==> src/rtl/aes_pkg.sv <==
// ---------------------------------------------------------------------------
// aes_pkg
// shared types, constants and round functions for the aes-128 block pipeline
// ---------------------------------------------------------------------------
package aes_pkg;

    localparam int ROUNDS = 10;

    localparam logic [7:0] SBOX [256] = '{
        8'h63,8'h7c,8'h77,8'h7b,8'hf2,8'h6b,8'h6f,8'hc5,8'h30,8'h01,8'h67,8'h2b,8'hfe,8'hd7,8'hab,8'h76,
        8'hca,8'h82,8'hc9,8'h7d,8'hfa,8'h59,8'h47,8'hf0,8'had,8'hd4,8'ha2,8'haf,8'h9c,8'ha4,8'h72,8'hc0,
        8'hb7,8'hfd,8'h93,8'h26,8'h36,8'h3f,8'hf7,8'hcc,8'h34,8'ha5,8'he5,8'hf1,8'h71,8'hd8,8'h31,8'h15,
        8'h04,8'hc7,8'h23,8'hc3,8'h18,8'h96,8'h05,8'h9a,8'h07,8'h12,8'h80,8'he2,8'heb,8'h27,8'hb2,8'h75,
        8'h09,8'h83,8'h2c,8'h1a,8'h1b,8'h6e,8'h5a,8'ha0,8'h52,8'h3b,8'hd6,8'hb3,8'h29,8'he3,8'h2f,8'h84,
        8'h53,8'hd1,8'h00,8'hed,8'h20,8'hfc,8'hb1,8'h5b,8'h6a,8'hcb,8'hbe,8'h39,8'h4a,8'h4c,8'h58,8'hcf,
        8'hd0,8'hef,8'haa,8'hfb,8'h43,8'h4d,8'h33,8'h85,8'h45,8'hf9,8'h02,8'h7f,8'h50,8'h3c,8'h9f,8'ha8,
        8'h51,8'ha3,8'h40,8'h8f,8'h92,8'h9d,8'h38,8'hf5,8'hbc,8'hb6,8'hda,8'h21,8'h10,8'hff,8'hf3,8'hd2,
        8'hcd,8'h0c,8'h13,8'hec,8'h5f,8'h97,8'h44,8'h17,8'hc4,8'ha7,8'h7e,8'h3d,8'h64,8'h5d,8'h19,8'h73,
        8'h60,8'h81,8'h4f,8'hdc,8'h22,8'h2a,8'h90,8'h88,8'h46,8'hee,8'hb8,8'h14,8'hde,8'h5e,8'h0b,8'hdb,
        8'he0,8'h32,8'h3a,8'h0a,8'h49,8'h06,8'h24,8'h5c,8'hc2,8'hd3,8'hac,8'h62,8'h91,8'h95,8'he4,8'h79,
        8'he7,8'hc8,8'h37,8'h6d,8'h8d,8'hd5,8'h4e,8'ha9,8'h6c,8'h56,8'hf4,8'hea,8'h65,8'h7a,8'hae,8'h08,
        8'hba,8'h78,8'h25,8'h2e,8'h1c,8'ha6,8'hb4,8'hc6,8'he8,8'hdd,8'h74,8'h1f,8'h4b,8'hbd,8'h8b,8'h8a,
        8'h70,8'h3e,8'hb5,8'h66,8'h48,8'h03,8'hf6,8'h0e,8'h61,8'h35,8'h57,8'hb9,8'h86,8'hc1,8'h1d,8'h9e,
        8'he1,8'hf8,8'h98,8'h11,8'h69,8'hd9,8'h8e,8'h94,8'h9b,8'h1e,8'h87,8'he9,8'hce,8'h55,8'h28,8'hdf,
        8'h8c,8'ha1,8'h89,8'h0d,8'hbf,8'he6,8'h42,8'h68,8'h41,8'h99,8'h2d,8'h0f,8'hb0,8'h54,8'hbb,8'h16
    };

    localparam logic [7:0] RCON [ROUNDS] = '{
        8'h01, 8'h02, 8'h04, 8'h08, 8'h10, 8'h20, 8'h40, 8'h80, 8'h1b, 8'h36
    };

    localparam logic [1:0] REG_KEY_HIGH = 2'd0;
    localparam logic [1:0] REG_KEY_LOW  = 2'd1;

    typedef logic [127:0] block_t;

    // byte i of the block at bits [127-8i -: 8]
    function automatic logic [7:0] get_byte(input block_t b, input int i);
        get_byte = b[127 - 8 * i -: 8];
    endfunction

    function automatic logic [7:0] xtime(input logic [7:0] b);
        xtime = {b[6:0], 1'b0} ^ (b[7] ? 8'h1b : 8'h00);
    endfunction

    function automatic logic [31:0] sub_word(input logic [31:0] w);
        sub_word = {SBOX[w[31:24]], SBOX[w[23:16]], SBOX[w[15:8]], SBOX[w[7:0]]};
    endfunction

    function automatic block_t next_key(input block_t k, input logic [7:0] rc);
        logic [31:0] w0, w1, w2, w3, t;
        w0 = k[127:96];
        w1 = k[95:64];
        w2 = k[63:32];
        w3 = k[31:0];
        t  = sub_word({w3[23:0], w3[31:24]}) ^ {rc, 24'h0};
        w0 = w0 ^ t;
        w1 = w1 ^ w0;
        w2 = w2 ^ w1;
        w3 = w3 ^ w2;
        next_key = {w0, w1, w2, w3};
    endfunction

    function automatic block_t round_fn(input block_t s, input block_t k, input logic last);
        logic [7:0] t [16];
        logic [7:0] a0, a1, a2, a3, x0, x1, x2, x3;
        block_t o;
        for (int r = 0; r < 4; r++)
        begin
            for (int c = 0; c < 4; c++)
            begin
                t[r + 4 * c] = SBOX[get_byte(s, r + 4 * ((c + r) % 4))];
            end
        end
        for (int c = 0; c < 4; c++)
        begin
            a0 = t[4 * c];
            a1 = t[4 * c + 1];
            a2 = t[4 * c + 2];
            a3 = t[4 * c + 3];
            if (!last)
            begin
                x0 = xtime(a0);
                x1 = xtime(a1);
                x2 = xtime(a2);
                x3 = xtime(a3);
                t[4 * c]     = x0 ^ x1 ^ a1 ^ a2 ^ a3;
                t[4 * c + 1] = a0 ^ x1 ^ x2 ^ a2 ^ a3;
                t[4 * c + 2] = a0 ^ a1 ^ x2 ^ x3 ^ a3;
                t[4 * c + 3] = x0 ^ a0 ^ a1 ^ a2 ^ x3;
            end
        end
        for (int i = 0; i < 16; i++)
        begin
            o[127 - 8 * i -: 8] = t[i];
        end
        round_fn = o ^ k;
    endfunction

endpackage

==> src/rtl/aes_key_cell.sv <==
// ---------------------------------------------------------------------------
// aes_key_cell
// one key schedule step: derives and holds the next round key
// ---------------------------------------------------------------------------
module aes_key_cell (
    input  logic              clk,
    input  logic              rst_n,
    input  logic              load,
    input  logic [7:0]        rcon,
    input  aes_pkg::block_t   prev_key,
    output aes_pkg::block_t   key
);

    aes_pkg::block_t key_reg;
    aes_pkg::block_t key_next;

    assign key_next = aes_pkg::next_key(prev_key, rcon);

    // keys ripple down the row one cell per cycle while load is high after a key write
    always_ff @(posedge clk or negedge rst_n)
    begin
        if (!rst_n)
        begin
            key_reg <= '0;
        end
        else if (load)
        begin
            key_reg <= key_next;
        end
    end

    assign key = key_reg;

endmodule

==> config.mk <==
export PLATFORM = sky130hd
export DESIGN_NAME = aes_key_cell
export DESIGN_NICKNAME = d
export VERILOG_FILES = /design/src/rtl/aes_pkg.sv /design/src/rtl/aes_key_cell.sv
export SDC_FILE = /design/constraint.sdc
export NUM_CORES = 1
export LEC_CHECK = 0
export BUFFER_PORTS_ARGS = -buffer_cell sky130_fd_sc_hd__buf_2
export CAP_MARGIN = 30
export CORE_MARGIN = 1
export CORE_UTILIZATION = 30
export CTS_CLUSTER_DIAMETER = 60
export DETAILED_ROUTE_END_ITERATION = 10
export PLACE_DENSITY_LB_ADDON = 0.3
export SETUP_SLACK_MARGIN = 0.02
export SYNTH_ARGS = -nofsm -noshare
export SYNTH_HDL_FRONTEND = slang
export SYNTH_SLANG_ARGS = --single-unit
==> constraint.sdc <==
create_clock -name clk -period 1.5 [get_ports clk]
set_clock_uncertainty 0.2 [all_clocks]
set_input_delay 0.375 -clock clk [delete_from_list [all_inputs] [get_ports clk]]
set_output_delay 0.375 -clock clk [all_outputs]
set_load 0.01 [all_outputs]
== Yosys cells after proc, flatten, opt, wreduce, memory -nomap -nowiden ==
Memories as Yosys holds them, arrays and structs flattened.
Cells that the tools add are included.

* Register bits: 128
* ROM bits: 8192
* Input port bits: 139
* Output and inout port bits: 128
* Memories: 4

* Magnitude comparators: 4
* Muxes and demuxes: 8
* Bitwise gates (word level): 9

{| class="wikitable"
|+ Memories
! memory !! depth !! width !! rd ports !! clocked after Yosys merged registers in !! wr ports !! RTL line !! RTL
|-
| (name not given) || 256 || 8 || 1 || 0 || 0 || aes_pkg.sv:47 || <nowiki>sub_word = {SBOX[w[31:24]], SBOX[w[23:16]], SBOX[w[15:8]], SBOX[w[7:0]]};</nowiki>
|-
| (name not given) || 256 || 8 || 1 || 0 || 0 || aes_pkg.sv:47 ||
|-
| (name not given) || 256 || 8 || 1 || 0 || 0 || aes_pkg.sv:47 ||
|-
| (name not given) || 256 || 8 || 1 || 0 || 0 || aes_pkg.sv:47 ||
|}

{| class="wikitable"
|+ Operators with widths
! operator !! count
|-
| $xor A32 B32 Y32 || 5
|-
| $mux W8 || 8
|-
| $ge A9 B9 Y1 const B || 4
|-
| $not A8 Y9 || 4
|}

== Logic depth before layout (Yosys ltp) ==
Gate-level depths: netlist (run 1).

* Word-level depth: 9
* Gate-level depth with buffers: 15
* Mapped depth without buffers: 11

== Worst setup path after synthesis (run 1) ==
No wires, ideal clock.

* Kind: input-to-reg
* Start: input port prev_key[9]
* End: register key_reg[17] (netlist: key[17])
* Library setup time: 0.125 ns
* Arrival: 3.813 ns
* Required time: 1.175 ns
* Path slack: -2.637 ns
* Cell stages on the path: 14
* Cell sequence: clkbuf_1 clkbuf_1 inv_1 ha_1 nor2b_1 buf_1 nor2_1 mux4_2 mux4_2 a21oi_1 xnor2_1 xor3_1 xnor2_1 mux2_2

* Word-level cells in the longest chain between the ends: 9

{| class="wikitable"
|+ RTL lines
! item !! RTL line !! RTL
|-
| from (decl) || aes_key_cell.sv:10 || <nowiki>input aes_pkg::block_t prev_key,</nowiki>
|-
| $not A8 Y9 (implied by the code) || aes_pkg.sv:47 ||
|-
| $mem_v2 Z256 W8 || n/a ||
|-
| $mux W8 (implied by the code) (2 in series) || aes_pkg.sv:47 ||
|-
| $xor A32 B32 Y32 || aes_pkg.sv:56 || <nowiki>t = sub_word({w3[23:0], w3[31:24]}) ^ {rc, 24'h0};</nowiki>
|-
| $xor A32 B32 Y32 || aes_pkg.sv:57 || <nowiki>w0 = w0 ^ t;</nowiki>
|-
| $xor A32 B32 Y32 || aes_pkg.sv:58 || <nowiki>w1 = w1 ^ w0;</nowiki>
|-
| $xor A32 B32 Y32 || aes_pkg.sv:59 || <nowiki>w2 = w2 ^ w1;</nowiki>
|-
| $xor A32 B32 Y32 || aes_pkg.sv:60 || <nowiki>w3 = w3 ^ w2;</nowiki>
|-
| to (signal assigned) || aes_key_cell.sv:28 || <nowiki>key_reg <= key_next;</nowiki>
|-
| to (decl) || aes_key_cell.sv:14 || <nowiki>aes_pkg::block_t key_reg;</nowiki>
|}

Every way passes these cells. The select of a mux whose other input is x is not followed.
A chain may end at the register's enable or synchronous reset.

== Final worst setup path (run 1) ==
* Start: input port prev_key[9]
* End: register key_reg[23] (netlist: key[23])

Same word-level chain as after synthesis.

==> impl_metrics.ini, run 1 <==
[die]
die_h_um = 266
coreArea_um2 = 68700
initial_utilization = 0.304
io_pins = 267
design.die.area_um2 = 70700
fp-row-count = 96
dieWidth_um = 266

[cells_and_area]
nFillCells = 5986
area_growth_pct = 92.3
multi_input_area_um2 = 20900
final_cell_mix = buf_4, buf_6, nor2_1
mostFrequentLayoutCell = buf_4
diodes = 0
largest_reg_flops = 128
fin_area_um2 = 40200
instances_no_fill = 5080
seq_area_um2 = 3210
drive_gt1_frac = 0.584
nets = 4336

[setup_path]
cpPeakStageDelay_ns = 0.36
critical_path_class = in2reg
cp.depth = 15
reg2regPathDepth = 3
slowest_stage = a311oi_4
critPathLaunchType = input port
cp_max_fo = 6
cp-end-kind = flip-flop
critPathArrivalTime_ns = 3.23
cp_common_cell = buf_12
cp_top_family = compound AO/OA/AOI/OAI gates
reg2reg_from = key[84]
crit_chain = buf_12 > buf_12 > inv_8 > ha_4 > nor2b_2 > buf_6 > a21oi_1 > a211o_1 > a311oi_4 > buf_4 > mux2i_1 > o2111ai_2 > xnor3_1 > xnor2_1 > mux2_2
worst-path-buf-inv = 5
critPathLaunch = prev_key[9]
required_ns = 1.68

[synthesis]
ys_ff_latch = 128
synthCells = 2817
ys_seq_area_frac = 0.153
synth-main-ff-cell = dfrtp_1
synth_top_cells_by_area = dfrtp_1, a21oi_1, xnor2_1
async_flop_share = 1.00
syn_avg_cell_area_um2 = 7.42
ys_warn_count = 0
synth_top_area_frac = 0.153
synth_enable_flop_cells = 0
syn-num-nets = 3016
ys_types = 94
yosys.area.top_type = dfrtp_1
syn_area_um2 = 20900

[clocking]
cts_buffer_depth = 2
cts_tree = yes
clk_pin_slew_ns = 0.07
cts_buffers = 17
h-tree-depth = 4
clk-insertion-delay-late_ns = 0.50
cts-root-buf = clkbuf_16
clkSinkCount = 128

[pwr]
p_int_w = 0.0168
power_frac_comb = 0.640
sw_frac_of_total = 0.400
power_density_nw_per_um2 = 695
power_switching_w = 0.0112
clkPwrFrac = 0.180
pwr-share-seq = 0.181
peakVddDrop_v = 0.000703
p_leak_nw = 17.4

[place]
port_buffers = 266
dpl.cell_count = 4798
placed_cell_area_um2 = 32000
dp_slack_ns = -2.43
dp_hpwl_um = 95000
gp_congestion = 1.04

[route]
post-route-drc-count = 0
avgViaCountPerCell = 5.98
wl_per_cell_um = 25.4
vias = 30400
first_pass_iters = 6
drtIter0Drc = 3487
antenna_left = 0
wirelength_um = 129000

[sta]
rsz0062_at_grt = yes
worst_slack_ns = -1.55
setup_viol = 256
relSlewSlack = 0.387
finalHoldViolCount = 0
post-route-min-period_ns = 3.05
worst_pin_slew_ns = 0.913
max_freq_mhz = 328
fin_crit_sh = 2.03
final-max-slew-violation-count = 0

[global_routing]
grt_max_degree = 65
antenna_found_initial = 1
grt_remaining_overflow = 0
grt_pass1_wl_um = 186000
grt_use_total = 0.346
first_global_vias = 29200

[outcome]
status = complete, but fails checks
failed_checks = negative setup slack

[min_path]
worstHoldPathCells = 3
hp-start = load
hold_path_class = in2reg

[run]
cap_violations = 0
-- cells in the mapped netlist, drive strengths merged (19+ instances only) --
master,n
or3,30
buf,136
nand3,97
o211ai,51
nor2,235
or2,21
a311oi,45
a211oi,59
o221ai,23
mux2,67
nand2b,98
and3,30
nor3,105
nor3b,22
mux4,21
dfrtp,128
nor4,28
a31oi,58
mux2i,40
inv,33
o22ai,19
o21ai,154
xnor2,103
and2,27
nand2,150
clkbuf,190
ha,60
xor2,22
nand4,29
nor2b,96
o311ai,49
a21oi,237
-- tightest hold or removal path, stage by stage --
cell,delay (ns)
clkbuf_8,0.13
buf_12,0.12
o21ai_1,0.06
-- kinds of logic after synthesis --
logic type / Yosys count / synth area share
buf+inv: 367 / 0.0732
simple gates: 1012 / 0.251
flops: 128 / 0.153
xor+xnor: 158 / 0.0898
mux: 128 / 0.0779
compound gates: 963 / 0.319
fa+ha+maj: 61 / 0.0364
-- repair_timing --
| action | CTS | global route |
|---|---|---|
| resized for setup | 736 | 436 |
| cloned | 6 | 1 |
| hold endpoints to repair | 133 | 0 |
| hold buffers | 6 | 0 |
| buffers inserted | 160 | 133 |
| pin swaps | 303 | 238 |
| endpoints found under the setup margin | 256 | 256 |
-- worst paths after layout --
check | slack (ns) | end
worst max-delay path | -1.55 | key[23]
worst min-delay path | 0.03 | key[10]
worst max register to register | 0.29 | key[84]
worst min register to register | 0.28 | key[98]
max in group asynchronous | 0.44 | key[54]
min in group asynchronous | 0.08 | key[52]
-- per-layer routing --
metal / GRT usage / share of wire
met1: 0.454 / 0.40
met2: 0.537 / 0.44
met3: 0.0744 / 0.097
met4: 0.169 / 0.061
met5: 0 / 0
-- power by group through the flow --
stage | registers (W) | clock network [W] | logic [W]
global route | 0.00514 | 0.00522 | 0.0187
global placement | 0.00496 | 0 | 0.0132
CTS | 0.00494 | 0.00509 | 0.0154
floorplan | 0.00538 | 0 | 0.00620
detailed placement | 0.00498 | 0 | 0.0131
finish | 0.00505 | 0.00501 | 0.0179
-- through the flow --
step                      power [W]  TNS (ns)   util  hold slack (ns)
final                        0.0279   -171.68  0.585           0.0252
after global routing         0.0290   -182.88  0.585           0.0243
after CTS                    0.0254   -167.47  0.543          0.00364
after detailed placement     0.0181   -253.14  0.465           0.0106
after global placement       0.0181   -252.94  0.465           0.0118
after floorplan              0.0116   -175.08      -           -0.121
-- area by class of cell --
| type | count | share of cell area |
|---|---|---|
| sequential | 128 | 0.0798 |
| timing repair buffer | 1627 | 0.348 |
| multi-input combinational | 2322 | 0.521 |
| tap | 931 | 0.0290 |
| clock inverter | 12 | 0.00514 |
| inverter | 41 | 0.00601 |
| clock buffer | 19 | 0.0113 |
No activity file was read; power rests on OpenSTA's default activity.
==> inputs of run 2 (changes only) <==
CTS_BUF_LIST = sky130_fd_sc_hd__clkbuf_2   (was default)
==> run 2 against run 1 <==
Net effect: the flow finishes with violations (negative hold slack, negative setup slack); via count grew 2.6%; routed wire length is 2.3% higher; sequential power up 0.8%; critical path depth is 1 lower; die area did not move; hold slack got worse by 0.051 ns; utilization grew 0.40 points; sequential share of layout area down 0.054 points; clock power decreased by 39%; sequential cell count unchanged; combinational power hardly changed; register-to-register slack got worse by 0.03 ns; critical path type unchanged; largest cell class unchanged.
==> impl_metrics.ini, run 2 (synthesis results as in run 1) <==
[pwr]
clkPwrFrac = 0.117
power_frac_comb = 0.689
sw_frac_of_total = 0.423
p_int_w = 0.0151
peakVddDrop_v = 0.000672
power_density_nw_per_um2 = 647
power_switching_w = 0.0111
p_leak_nw = 17.5
pwr-share-seq = 0.194

[die]
fp-row-count = 96
dieWidth_um = 266
initial_utilization = 0.304
io_pins = 267
coreArea_um2 = 68700
design.die.area_um2 = 70700
die_h_um = 266

[clocking]
h-tree-depth = 4
cts_tree = yes
hold_buffers = 173
cts_buffers = 17
clk_pin_slew_ns = 0.23
clk-insertion-delay-late_ns = 1.03
cts_buffer_depth = 2
cts-root-buf = clkbuf_2
clkSinkCount = 128

[sta]
relSlewSlack = 0.395
rsz0062_at_grt = yes
final-max-slew-violation-count = 0
post-route-min-period_ns = 2.53
finalHoldViolCount = 1
timing.hold.ws_ns = -0.0254
max_freq_mhz = 395
fin_crit_sh = 1.69
setup_viol = 273
worst_slack_ns = -1.03
worst_pin_slew_ns = 0.901

[setup_path]
cp_common_cell = buf_12
worst-path-buf-inv = 5
cpPeakStageDelay_ns = 0.38
critPathArrivalTime_ns = 3.29
critPathLaunchType = input port
cp_top_family = XOR/XNOR gates
required_ns = 2.26
crit_chain = buf_12 > buf_12 > buf_8 > and2_4 > buf_6 > or3_4 > a311oi_4 > buf_4 > o21ai_2 > o211ai_1 > xor2_1 > xor3_1 > xnor2_1 > mux2_4
critical_path_class = in2reg
slowest_stage = or3_4
cp_max_fo = 4
cp-end-kind = flip-flop

[place]
dp_hpwl_um = 95000
dpl.cell_count = 4798
port_buffers = 266
gp_congestion = 1.04
dp_slack_ns = -2.43
placed_cell_area_um2 = 32000

[cells_and_area]
instances_no_fill = 5234
utilization = 0.589
mostFrequentLayoutCell = buf_4
area_growth_pct = 93.6
largest_reg_flops = 128
fin_area_um2 = 40500
nets = 4485
drive_gt1_frac = 0.536
nFillCells = 5921
final_cell_mix = buf_4, nor2_1, buf_6

[run]
cap_violations = 0

[route]
vias = 31200
wirelength_um = 132000
antenna_left = 0
drtIter0Drc = 3886
avgViaCountPerCell = 5.96
wl_per_cell_um = 25.2
first_pass_iters = 6
post-route-drc-count = 0

[global_routing]
grt_remaining_overflow = 0
antenna_found_initial = 3
grt_pass1_wl_um = 192000
grt_max_degree = 65
grt_use_total = 0.355
first_global_vias = 30200

[outcome]
failed_checks = negative hold slack, negative setup slack
status = complete, but fails checks

[min_path]
hold_path_class = in2reg
[run 2: worst paths after layout]
kind | depth (start not counted) | from | slack [ns] | endpoint
hold / removal | 6 | prev_key[30] | -0.03 | key[100]
max in group asynchronous | 4 | rst_n | -0.03 | key[54]
hold reg to reg | 2 | key[122] | 0.33 | key[122]
setup reg to reg | 3 | key[115] | 0.26 | key[115]
setup / recovery | 14 | prev_key[9] | -1.03 | key[18]
min in group asynchronous | 3 | rst_n | 0.25 | key[84]
[run 2: power by group through the flow]
stage / Clock [W] / Sequential [W] / Combinational, W
4_1_cts: 0.00310 / 0.00498 / 0.0160
2_1_floorplan: 0 / 0.00538 / 0.00620
6_report: 0.00305 / 0.00509 / 0.0180
5_1_grt: 0.00322 / 0.00517 / 0.0188
3_5_place_dp: 0 / 0.00498 / 0.0131
3_3_place_gp: 0 / 0.00496 / 0.0132
[run 2: repair_timing]
action | 4_1_cts | 5_1_grt
hold endpoints to repair | 256 | 1
gates resized for setup | 729 | 242
setup endpoints to repair | 256 | 321
cloned | 7 | 1
setup buffers | 165 | 99
pin swaps | 291 | 168
[run 2: metal layers]
metal	GRT usage	up-vias	share of wire
li1	-	13700	-
met1	0.462	14900	0.40
met2	0.556	2099	0.44
met3	0.0708	536	0.099
met4	0.180	0	0.063
met5	0	-	0
[run 2: metrics by stage]
step	setup TNS (ns)	total power (W)
6_report	-178.53	0.0262
3_5_place_dp	-253.14	0.0181
3_3_place_gp	-252.94	0.0181
5_1_grt	-189.95	0.0272
2_1_floorplan	-175.08	0.0116
4_1_cts	-169.78	0.0241
[run 2: tightest hold or removal path, delay by kind of cell]
kind / cells / cell delay [ns]
buffers and inverters: 3 / 0.50
AO/OA/AOI/OAI: 2 / 0.14
XOR/XNOR: 1 / 0.16
[run 2: final cells by class]
| cell class | instances | area (um^2) | share of cell area |
|---|---|---|---|
| multi-input combinational | 2322 | 20200 | 0.498 |
| timing repair buffer | 1776 | 15400 | 0.380 |
| sequential | 128 | 3210 | 0.0793 |
| tap | 931 | 1160 | 0.0288 |
| inverter | 41 | 246 | 0.00609 |
| clock inverter | 14 | 214 | 0.00529 |
| clock buffer | 17 | 85.1 | 0.00210 |
| antenna | 5 | 12.5 | 0.000309 |
